==> src/rtl/assert_macros.svh <==
// Assertion helpers shared by the RTL.
`ifndef ASSERT_MACROS_SVH
`define ASSERT_MACROS_SVH

// Same-cycle implication, disabled while reset is asserted.
`define ASSERT_IMPLY(label, clk, rst_n, ante, cons) \
    label: assert property (@(posedge clk) disable iff (!(rst_n)) (ante) |-> (cons)) \
        else $error("assertion failed");

// Next-cycle implication, disabled while reset is asserted.
`define ASSERT_NEXT(label, clk, rst_n, ante, cons) \
    label: assert property (@(posedge clk) disable iff (!(rst_n)) (ante) |=> (cons)) \
        else $error("assertion failed");

`endif

==> src/rtl/rrot_pkg.sv <==
`timescale 1ns / 1ps
package rrot_pkg;

    localparam int TABLE_DEPTH = 64;
    localparam int ADDR_WIDTH  = 32;
    localparam int IDX_W       = $clog2(TABLE_DEPTH);
    localparam int CNT_W       = $clog2(TABLE_DEPTH + 1);
    localparam int ENTRIES_W   = 7;
    localparam int CFG_IDX_W   = 1;

    localparam logic [CFG_IDX_W-1:0] CFG_KERNEL_BASE = 1'd0;
    localparam logic [CFG_IDX_W-1:0] CFG_KERNEL_SIZE = 1'd1;

    localparam logic FUNC_RESERVE = 1'b0;
    localparam logic FUNC_CHECK   = 1'b1;

    localparam logic STATUS_OK    = 1'b0;
    localparam logic STATUS_NOMEM = 1'b1;

    typedef struct packed {
        logic             capture;
        logic             reserve;
        logic             rd_en;
        logic [IDX_W-1:0] rd_idx;
        logic             chk_done;
        logic             chk_status;
    } t_ctl_cmd;

    typedef struct packed {
        logic             hit;
        logic [CNT_W-1:0] count;
    } t_dp_stat;

endpackage

==> src/rtl/rrot_datapath.sv <==
`timescale 1ns / 1ps
`include "assert_macros.svh"
module rrot_datapath (
    input  logic                              i_clk,
    input  logic                              i_rst_n,
    input  rrot_pkg::t_ctl_cmd                i_cmd,
    output rrot_pkg::t_dp_stat                o_stat,
    input  logic [rrot_pkg::ADDR_WIDTH-1:0]   i_range_start,
    input  logic [rrot_pkg::ADDR_WIDTH-1:0]   i_range_size,
    input  logic                              i_cfg_valid,
    input  logic [rrot_pkg::CFG_IDX_W-1:0]    i_cfg_index,
    input  logic [rrot_pkg::ADDR_WIDTH-1:0]   i_cfg_data,
    output logic                              o_status,
    output logic [rrot_pkg::ENTRIES_W-1:0]    o_entries_used
);

    logic [rrot_pkg::ADDR_WIDTH-1:0] r_kbase;
    logic [rrot_pkg::ADDR_WIDTH-1:0] r_ksize;
    logic [rrot_pkg::ADDR_WIDTH-1:0] mem_base [rrot_pkg::TABLE_DEPTH];
    logic [rrot_pkg::ADDR_WIDTH-1:0] mem_size [rrot_pkg::TABLE_DEPTH];
    logic [rrot_pkg::ADDR_WIDTH-1:0] r_start;
    logic [rrot_pkg::ADDR_WIDTH-1:0] r_len;
    logic [rrot_pkg::ADDR_WIDTH:0]   r_end_q;
    logic [rrot_pkg::ADDR_WIDTH-1:0] r_rd_base;
    logic [rrot_pkg::ADDR_WIDTH-1:0] r_rd_size;
    logic                            r_rd_zero;
    logic [rrot_pkg::CNT_W-1:0]      r_count;
    logic [rrot_pkg::CNT_W-1:0]      r_out_cnt;
    logic                            r_status;
    logic                            full;
    logic [rrot_pkg::ADDR_WIDTH-1:0] cmp_base;
    logic [rrot_pkg::ADDR_WIDTH-1:0] cmp_size;
    logic [rrot_pkg::ADDR_WIDTH:0]   end_b;
    logic                            hit;

    // configuration registers
    always_ff @(posedge i_clk) begin
        if (!i_rst_n) begin
            r_kbase <= '0;
            r_ksize <= '0;
        end else if (i_cfg_valid) begin
            case (i_cfg_index)
                rrot_pkg::CFG_KERNEL_BASE: r_kbase <= i_cfg_data;
                rrot_pkg::CFG_KERNEL_SIZE: r_ksize <= i_cfg_data;
                default: ;
            endcase
        end
    end

    // range table, one write port and one registered read port
    always_ff @(posedge i_clk) begin
        if (i_cmd.reserve && !full) begin
            mem_base[r_count[rrot_pkg::IDX_W-1:0]] <= r_start;
            mem_size[r_count[rrot_pkg::IDX_W-1:0]] <= r_len;
        end
        if (i_cmd.rd_en) begin
            r_rd_base <= mem_base[i_cmd.rd_idx];
            r_rd_size <= mem_size[i_cmd.rd_idx];
        end
    end

    always_ff @(posedge i_clk) begin
        if (i_cmd.capture) begin
            r_start <= i_range_start;
            r_len   <= i_range_size;
            r_end_q <= {1'b0, i_range_start} + {1'b0, i_range_size};
        end
        if (i_cmd.rd_en) begin
            r_rd_zero <= (i_cmd.rd_idx == '0);
        end
    end

    assign full     = (r_count == rrot_pkg::CNT_W'(rrot_pkg::TABLE_DEPTH));
    assign cmp_base = r_rd_zero ? r_kbase : r_rd_base;
    assign cmp_size = r_rd_zero ? r_ksize : r_rd_size;
    assign end_b    = {1'b0, cmp_base} + {1'b0, cmp_size};
    assign hit      = ((cmp_base <= r_start) && ({1'b0, r_start} < end_b))
                   || ((r_start <= cmp_base) && ({1'b0, cmp_base} < r_end_q));

    always_ff @(posedge i_clk) begin
        if (!i_rst_n) begin
            r_count   <= rrot_pkg::CNT_W'(1);
            r_out_cnt <= rrot_pkg::CNT_W'(1);
            r_status  <= rrot_pkg::STATUS_OK;
        end else if (i_cmd.reserve) begin
            if (full) begin
                r_status  <= rrot_pkg::STATUS_NOMEM;
                r_out_cnt <= r_count;
            end else begin
                r_status  <= rrot_pkg::STATUS_OK;
                r_count   <= r_count + rrot_pkg::CNT_W'(1);
                r_out_cnt <= r_count + rrot_pkg::CNT_W'(1);
            end
        end else if (i_cmd.chk_done) begin
            r_status  <= i_cmd.chk_status;
            r_out_cnt <= r_count;
        end
    end

    assign o_stat.hit     = hit;
    assign o_stat.count   = r_count;
    assign o_status       = r_status;
    assign o_entries_used = rrot_pkg::ENTRIES_W'(r_out_cnt);

    `ASSERT_IMPLY(a_count_range, i_clk, i_rst_n, 1'b1,
        (r_count != '0) && (r_count <= rrot_pkg::CNT_W'(rrot_pkg::TABLE_DEPTH)))
    `ASSERT_NEXT(a_full_holds, i_clk, i_rst_n, i_cmd.reserve && full,
        (r_count == $past(r_count)) && (r_status == rrot_pkg::STATUS_NOMEM))

endmodule

==> src/rtl/rrot_ctrl.sv <==
`timescale 1ns / 1ps
`include "assert_macros.svh"
module rrot_ctrl (
    input  logic               i_clk,
    input  logic               i_rst_n,
    input  logic               start,
    input  logic               i_func,
    output logic               busy,
    output logic               o_strobe,
    output rrot_pkg::t_ctl_cmd o_cmd,
    input  rrot_pkg::t_dp_stat i_stat
);

    typedef enum logic [1:0] {
        S_IDLE,
        S_RES,
        S_CHK
    } t_state;

    t_state                      r_state;
    logic [rrot_pkg::IDX_W-1:0]  r_idx;
    logic                        r_cmp_vld;
    logic                        r_cmp_last;
    logic                        r_iss_done;
    logic                        r_strobe;
    logic                        finish;
    logic                        last_iss;

    assign last_iss = ((rrot_pkg::CNT_W'(r_idx) + rrot_pkg::CNT_W'(1)) == i_stat.count);
    assign finish   = (r_state == S_CHK) && r_cmp_vld && (i_stat.hit || r_cmp_last);

    always_comb begin
        o_cmd            = '0;
        o_cmd.capture    = start && (r_state == S_IDLE);
        o_cmd.reserve    = (r_state == S_RES);
        o_cmd.rd_en      = (r_state == S_CHK) && !r_iss_done;
        o_cmd.rd_idx     = r_idx;
        o_cmd.chk_done   = finish;
        o_cmd.chk_status = i_stat.hit ? rrot_pkg::STATUS_NOMEM : rrot_pkg::STATUS_OK;
    end

    always_ff @(posedge i_clk) begin
        if (!i_rst_n) begin
            r_state    <= S_IDLE;
            r_idx      <= '0;
            r_cmp_vld  <= 1'b0;
            r_cmp_last <= 1'b0;
            r_iss_done <= 1'b0;
            r_strobe   <= 1'b0;
        end else begin
            r_strobe <= 1'b0;
            case (r_state)
                S_IDLE: begin
                    if (start) begin
                        r_idx      <= '0;
                        r_cmp_vld  <= 1'b0;
                        r_cmp_last <= 1'b0;
                        r_iss_done <= 1'b0;
                        r_state    <= (i_func == rrot_pkg::FUNC_CHECK) ? S_CHK : S_RES;
                    end
                end
                S_RES: begin
                    r_strobe <= 1'b1;
                    r_state  <= S_IDLE;
                end
                S_CHK: begin
                    if (finish) begin
                        r_strobe <= 1'b1;
                        r_state  <= S_IDLE;
                    end else begin
                        r_cmp_vld <= o_cmd.rd_en;
                        if (o_cmd.rd_en) begin
                            r_idx      <= r_idx + rrot_pkg::IDX_W'(1);
                            r_cmp_last <= last_iss;
                            r_iss_done <= last_iss;
                        end
                    end
                end
                default: r_state <= S_IDLE;
            endcase
        end
    end

    assign busy     = (r_state != S_IDLE);
    assign o_strobe = r_strobe;

    `ASSERT_NEXT(a_accept_busy, i_clk, i_rst_n, start && !busy, busy)
    `ASSERT_IMPLY(a_strobe_after_work, i_clk, i_rst_n, r_strobe,
        $past(r_state) != S_IDLE)
    `ASSERT_IMPLY(a_read_in_use, i_clk, i_rst_n, o_cmd.rd_en,
        rrot_pkg::CNT_W'(r_idx) < i_stat.count)

endmodule

==> src/rtl/reserved_range_overlap_table_core.sv <==
`timescale 1ns / 1ps
// Reserved address range table. Entry zero is the kernel region taken live from configuration
// registers 0 (base) and 1 (size); reserves append ranges after it, up to 64 entries. A reserve
// passes from start through the reserve state to the registered result strobe. A check walks the
// entries in use through the table's single registered read port, one entry per cycle, and stops
// at the first overlap. Busy is high from the cycle after start until the result strobe; a new
// start may be given in the strobe cycle. Each result is shown for one cycle only and the
// receiver cannot stall it.
module reserved_range_overlap_table_core (
    input  logic                              i_clk,
    input  logic                              i_rst_n,
    input  logic                              start,
    output logic                              busy,
    input  logic                              i_func,
    input  logic [rrot_pkg::ADDR_WIDTH-1:0]   i_range_start,
    input  logic [rrot_pkg::ADDR_WIDTH-1:0]   i_range_size,
    output logic                              o_strobe,
    output logic                              o_status,
    output logic [rrot_pkg::ENTRIES_W-1:0]    o_entries_used,
    input  logic                              i_cfg_valid,
    output logic                              o_cfg_ready,
    input  logic [rrot_pkg::CFG_IDX_W-1:0]    i_cfg_index,
    input  logic [rrot_pkg::ADDR_WIDTH-1:0]   i_cfg_data
);

    rrot_pkg::t_ctl_cmd cmd;
    rrot_pkg::t_dp_stat stat;

    assign o_cfg_ready = 1'b1;

    rrot_ctrl u_ctrl (
        .i_clk    (i_clk),
        .i_rst_n  (i_rst_n),
        .start    (start),
        .i_func   (i_func),
        .busy     (busy),
        .o_strobe (o_strobe),
        .o_cmd    (cmd),
        .i_stat   (stat)
    );

    rrot_datapath u_dp (
        .i_clk          (i_clk),
        .i_rst_n        (i_rst_n),
        .i_cmd          (cmd),
        .o_stat         (stat),
        .i_range_start  (i_range_start),
        .i_range_size   (i_range_size),
        .i_cfg_valid    (i_cfg_valid),
        .i_cfg_index    (i_cfg_index),
        .i_cfg_data     (i_cfg_data),
        .o_status       (o_status),
        .o_entries_used (o_entries_used)
    );

endmodule

==> config.mk <==
export PLATFORM = sky130hd
export DESIGN_NAME = reserved_range_overlap_table_core
export DESIGN_NICKNAME = d
export VERILOG_FILES = /design/src/rtl/rrot_pkg.sv /design/src/rtl/rrot_datapath.sv /design/src/rtl/rrot_ctrl.sv /design/src/rtl/reserved_range_overlap_table_core.sv
export VERILOG_INCLUDE_DIRS = /design/src /design/src/rtl
export SDC_FILE = /design/constraint.sdc
export NUM_CORES = 2
export LEC_CHECK = 0
export ABC_AREA = 0
export BUFFER_PORTS_ARGS = -buffer_cell sky130_fd_sc_hd__buf_2
export CORE_ASPECT_RATIO = 0.6
export CORE_MARGIN = 1
export CORE_UTILIZATION = 35
export DETAILED_ROUTE_END_ITERATION = 7
export GPL_TIMING_DRIVEN = 0
export PLACE_DENSITY = 0.49
export RECOVER_POWER = 50
export SYNTH_ARGS = -nofsm -noshare
export SYNTH_HDL_FRONTEND = slang
export SYNTH_SLANG_ARGS = --single-unit
==> constraint.sdc <==
create_clock -name i_clk -period 5.8 [get_ports i_clk]
set_input_delay 0.58 -clock i_clk [delete_from_list [all_inputs] [get_ports i_clk]]
set_output_delay 0.58 -clock i_clk [all_outputs]
set_load 0.02 [all_outputs]
==> metrics.md <==
| Metric | Value |
|---|---|
| Cell count after synthesis | slightly above 7,000 |
| Standard cell with the maximum stage delay on the critical path | sky130_fd_sc_hd__edfxtp_1 |
| Via count of the first global-routing pass | between 80,000 and 90,000 |
| Final worst-path cycle share | 1.04 |
| Startpoint of the most critical register-to-register path | u_dp.r_rd_zero |
| Layout-stage area growth over the synthesis result | 17.2% |
| Share of total power in combinational logic | 0.042 |
| EDFF count, synth | approximately 4,300 |
| Area enclosed by the die boundary | just under 500,000 um2 |
| Clock input transition at the sequential cells of the worst setup and hold paths | approximately 0.070 ns |
| Leading post-synthesis cells by cell area | sky130_fd_sc_hd__edfxtp_1 (75%), sky130_fd_sc_hd__mux4_2 (18%), sky130_fd_sc_hd__ha_1 (1.2%), sky130_fd_sc_hd__dfxtp_1 (1.1%), sky130_fd_sc_hd__clkbuf_1 (0.51%) |
| Register-to-Register Setup Slack | -0.26 ns |
| Synthesis Warnings | 0 |
| Remaining number of nets flagged by the antenna check after routing | 0 |
| Share of synthesized registers carrying an async set or reset | 0 |
| Element type at the critical path end | flip-flop |
| Synth Flop Type | sky130_fd_sc_hd__edfxtp_1 |
| Die H | around 540 um |
| Reported max-cap violation count | 29 |
| Via density per instance | around 5.7 |
| Worst vdd rail ir drop | roughly 0.29 mV |
| CP startpoint kind | flip-flop |
| Synthesis-stage register bit count | 4,348 |
| Failing checks | max-capacitance violations, max-slew violations, negative setup slack |
| Initial core utilization | 0.353 |
| Dpl hpwl | around 400 mm |
| Top post-synthesis cells by count | sky130_fd_sc_hd__edfxtp_1 (4,258), sky130_fd_sc_hd__mux4_2 (1,344), sky130_fd_sc_hd__clkbuf_1 (229) |
| Clock tree from TritonCTS | built |
| First-pass GRT wire length | between 700 and 800 mm |
| Library cell with the highest instance count after synthesis | sky130_fd_sc_hd__edfxtp_1 |
| Kind of path behind the tightest hold check | primary input to flip-flop |
| Switching Fraction | 0.220 |
| Placer's final routability congestion estimate | 0.892 |
| Global route overflow | 0 |
| First-pass DRT Iterations | 6 |
| Average detailed-routed wire length per instance | around 36 um |
| Met1 track demand over resource in global routing | 0.336 |
| Drt initial violations | 12,400 |
| Total leakage power | ~60 nW |
| Post-synthesis cell area | between 150,000 and 200,000 um2 |
| Share of the core filled with cells | 0.413 |
| Reg2Reg Depth | 25 |
| Required time of the worst setup path | around 6.7 ns |
| CP delay by family, top | compound AO/OA/AOI/OAI gates |
| FP Rows | between 150 and 200 |
| Largest area contributor in the synthesized netlist | sky130_fd_sc_hd__edfxtp_1 |
| Number of fillers in the final layout | just over 40,000 |
| Number of design rule violations left after detail routing | 0 |
| Min setup slack post-route | -0.257 ns |
| Global-route usage over all layers | 0.221 |
| Internal portion of total power | approximately 0.05 W |
| Stages on worst setup path | 25 |
| Syn_area_per_cell | 23.4 um2 |
| RSZ-0062 raised after global routing | true |
| Die X | roughly 900 um |
| R2r endpoint | u_dp.o_entries_used[1] |
| Insertion delay to the later sink of the worst-skew pair | between 0.9 and 1 ns |
| Clock Path Buffers | 4 |
| Area fraction of the dominant cell type after synthesis | 0.753 |
| Highest Clock Rate | 165 MHz |
| Power density normalized to cell area | ~320 nW/um2 |
| Worst Skew | 0.0432 ns |
| Number of stages on the worst hold path | 4 |
| Buffering stage count on the worst path with inverters included | 4 |
| Share of post-route cells with drive strength above 1 | 0.299 |
| Quantity of I/O buffers inserted on ports | around 110 |
| Worst rel slew slack | -0.693 |
| Portion of the post-synthesis area used by sequential elements | 0.764 |
| Number of clock buffers inserted by TritonCTS | 402 |
| Clock Power Share | 0.411 |
| Initial antenna violation count | a little under 80 |
| Sequential fraction of design power | 0.547 |
| Number of clock sinks | around 4,300 |
| Slowest stage delay, CP | 0.46 ns |
| Distinct cell type count after synthesis | 78 |
| Global-route track usage on met2 | 0.315 |
| Arrival time of data at the critical path endpoint | slightly below 7 ns |
| Worst Tran Pin Value | about 2.5 ns |
| Total Wirelength | ~550 mm |
| Met3 track demand over resource | 0.0529 |
| Area of the core | between 400,000 and 500,000 um2 |
| Max-slew violation count | roughly 860 |
| Setup-failing EPs final | 14 |
| Count of final hold-check violations | 0 |
| H-Tree Depth | 5 |
| Root buffer cell | sky130_fd_sc_hd__clkbuf_16 |
| Result of the run | finished, violations left |
| Area of all placed cells without fillers | 199,000 um2 |
| Routed vias | approximately 85,000 |
| Worst Hold End | u_dp.r_ksize[31] |
| I/O pins | roughly 110 |
| Min Tclk post-route | 6.06 ns |
| Maximum number of pins on one net before global-route repair | 57 |
| Worst Path Class, Setup | flip-flop to flip-flop |
| Maximum fanout count along the critical path | 10 |
| Switch Pwr | between 0.01 and 0.015 W |
| Nets in the synthesized netlist | 7,538 |
| Placed inst area | ~190,000 um2 |
| Startpoint of the most critical hold path | i_cfg_valid |
| Final net count | around 8,500 |
| Busiest layer in global routing | met1 |
## worst register-to-register path, cell delays in order, from the launching register on
cell and delay [ns]:
sky130_fd_sc_hd__edfxtp_1 0.46, sky130_fd_sc_hd__buf_12 0.20, sky130_fd_sc_hd__buf_8 0.17, sky130_fd_sc_hd__mux2_4 0.35, sky130_fd_sc_hd__ha_1 0.34, sky130_fd_sc_hd__o21a_1 0.20, sky130_fd_sc_hd__o31a_1 0.15, sky130_fd_sc_hd__o2111ai_4 0.26
sky130_fd_sc_hd__a21boi_4 0.11, sky130_fd_sc_hd__a311o_1 0.37, sky130_fd_sc_hd__o221a_4 0.24, sky130_fd_sc_hd__a21o_1 0.18, sky130_fd_sc_hd__a21oi_2 0.17, sky130_fd_sc_hd__xor2_1 0.18, sky130_fd_sc_hd__ha_1 0.28, sky130_fd_sc_hd__a21oi_2 0.19
sky130_fd_sc_hd__o21ai_4 0.10, sky130_fd_sc_hd__a2111oi_4 0.33, sky130_fd_sc_hd__o221ai_4 0.19, sky130_fd_sc_hd__a221oi_2 0.29, sky130_fd_sc_hd__buf_4 0.18, sky130_fd_sc_hd__a2bb2oi_4 0.24, sky130_fd_sc_hd__o311ai_4 0.11, sky130_fd_sc_hd__and2b_1 0.21
sky130_fd_sc_hd__buf_6 0.15, sky130_fd_sc_hd__mux2_4 0.30
## per-layer routing
metal  wire (um)  share of wire
met1      241000           0.44
met2      231000           0.42
met3       55100           0.10
met4       18500          0.034
met5          62        0.00011
## logic make-up after synthesis
logic type                 after synthesis  share of synthesized area
DFF                                   4348                      0.764
muxes                                 1418                      0.183
and+or+nand+nor                        479                     0.0129
buffers and inverters                  453                     0.0107
AOI/OAI and AO/OA                      343                     0.0137
adders and majority gates              167                     0.0124
xor gates and xnor gates                60                    0.00310
other                                    1                  0.0000221
## worst max path at each step
stage,start,endpoint,slack (ns)
after floorplan,u_dp.r_rd_zero,u_dp.o_entries_used[0],0.18
after global placement,u_dp.r_count[5],u_dp.mem_base[27][22],-4.55
after detailed placement,u_dp.r_rd_zero,u_dp.o_entries_used[1],-1.78
after CTS,u_dp.r_rd_zero,u_dp.o_entries_used[1],-0.20
after global routing,u_dp.r_rd_zero,u_dp.o_entries_used[1],-0.54
final,u_dp.r_rd_zero,u_dp.o_entries_used[1],-0.26
## layout make-up
class	instances	area [um2]	area share
Sequential cell	4348	130000	0.651
Antenna cell	26	65.1	0.000327
Tap cell	6467	8090	0.0407
Clock inverter	244	2160	0.0108
Inverter	103	390	0.00196
Timing Repair Buffer	592	7380	0.0371
Multi-Input combinational cell	2468	39100	0.197
Clock buffer	495	10600	0.0532
Buffer	350	1580	0.00794
## power groups by stage
| stage | clock network (W) | logic (W) | registers (W) |
|---|---|---|---|
| floorplan | 0 | 0.00117 | 0.0360 |
| global placement | 0 | 0.00191 | 0.0364 |
| detailed placement | 0 | 0.00286 | 0.0358 |
| CTS | 0.0268 | 0.00298 | 0.0352 |
| global route | 0.0280 | 0.00288 | 0.0352 |
| finish | 0.0264 | 0.00270 | 0.0352 |
## metrics by stage
stage	hold WS, ns	setup WS, ns	std cells	setup TNS [ns]	power (W)
after floorplan	0.440	0.183	7269	0	0.0372
after global placement	0.448	-4.55	13800	-	0.0383
after detailed placement	0.457	-1.78	14200	-28.03	0.0387
after CTS	0.00135	-0.196	15100	-1.25	0.0649
after global routing	0.0756	-0.538	15100	-7.14	0.0660
final	0.0966	-0.257	15100	-2.29	0.0643
## flip-flops by register name (all words and copies together), names as in the netlist, 32 cells and up
| register | cells |
|---|---|
| u_dp.r_end_q | 33 |
| u_dp.mem_base | 2048 |
| u_dp.r_start | 32 |
| u_dp.r_rd_base | 32 |
| u_dp.r_kbase | 32 |
| u_dp.mem_size | 2048 |
| u_dp.r_rd_size | 32 |
| u_dp.r_ksize | 32 |
| u_dp.r_len | 32 |
## what timing repair did
| item | 4_1_cts | 5_1_grt |
|---|---|---|
| pin swaps | 17 | 20 |
| hold endpoints to repair | 121 | 1 |
| resized for setup | 71 | 35 |
| setup endpoints to repair | 18 | 18 |
| hold buffers | 89 | 1 |
| gates cloned | 1 | 2 |
| buffers inserted | 12 | 12 |
## cell usage in the layout, fill, tap and decap left out, types with 24 or more instances in the layout
cell                            instances
sky130_fd_sc_hd__nor2_4                65
sky130_fd_sc_hd__mux4_2              1344
sky130_fd_sc_hd__clkinv_2              88
sky130_fd_sc_hd__a21o_1                30
sky130_fd_sc_hd__a21boi_0              68
sky130_fd_sc_hd__a21oi_1               79
sky130_fd_sc_hd__edfxtp_1            4258
sky130_fd_sc_hd__buf_4                 24
sky130_fd_sc_hd__bufinv_16             29
sky130_fd_sc_hd__diode_2               26
sky130_fd_sc_hd__mux2_2                51
sky130_fd_sc_hd__inv_1                100
sky130_fd_sc_hd__buf_2                134
sky130_fd_sc_hd__nand3_1               32
sky130_fd_sc_hd__xnor2_1               37
sky130_fd_sc_hd__dlygate4sd3_1         90
sky130_fd_sc_hd__clkinv_1              89
sky130_fd_sc_hd__o21ai_0               50
sky130_fd_sc_hd__clkbuf_2              46
sky130_fd_sc_hd__clkbuf_1             444
sky130_fd_sc_hd__nand2_1              190
sky130_fd_sc_hd__nor2_1                57
sky130_fd_sc_hd__clkbuf_16            411
sky130_fd_sc_hd__dfxtp_1               90
sky130_fd_sc_hd__buf_12               218
sky130_fd_sc_hd__buf_16                36
sky130_fd_sc_hd__ha_1                 156
(Power assumes the default switching activity.)
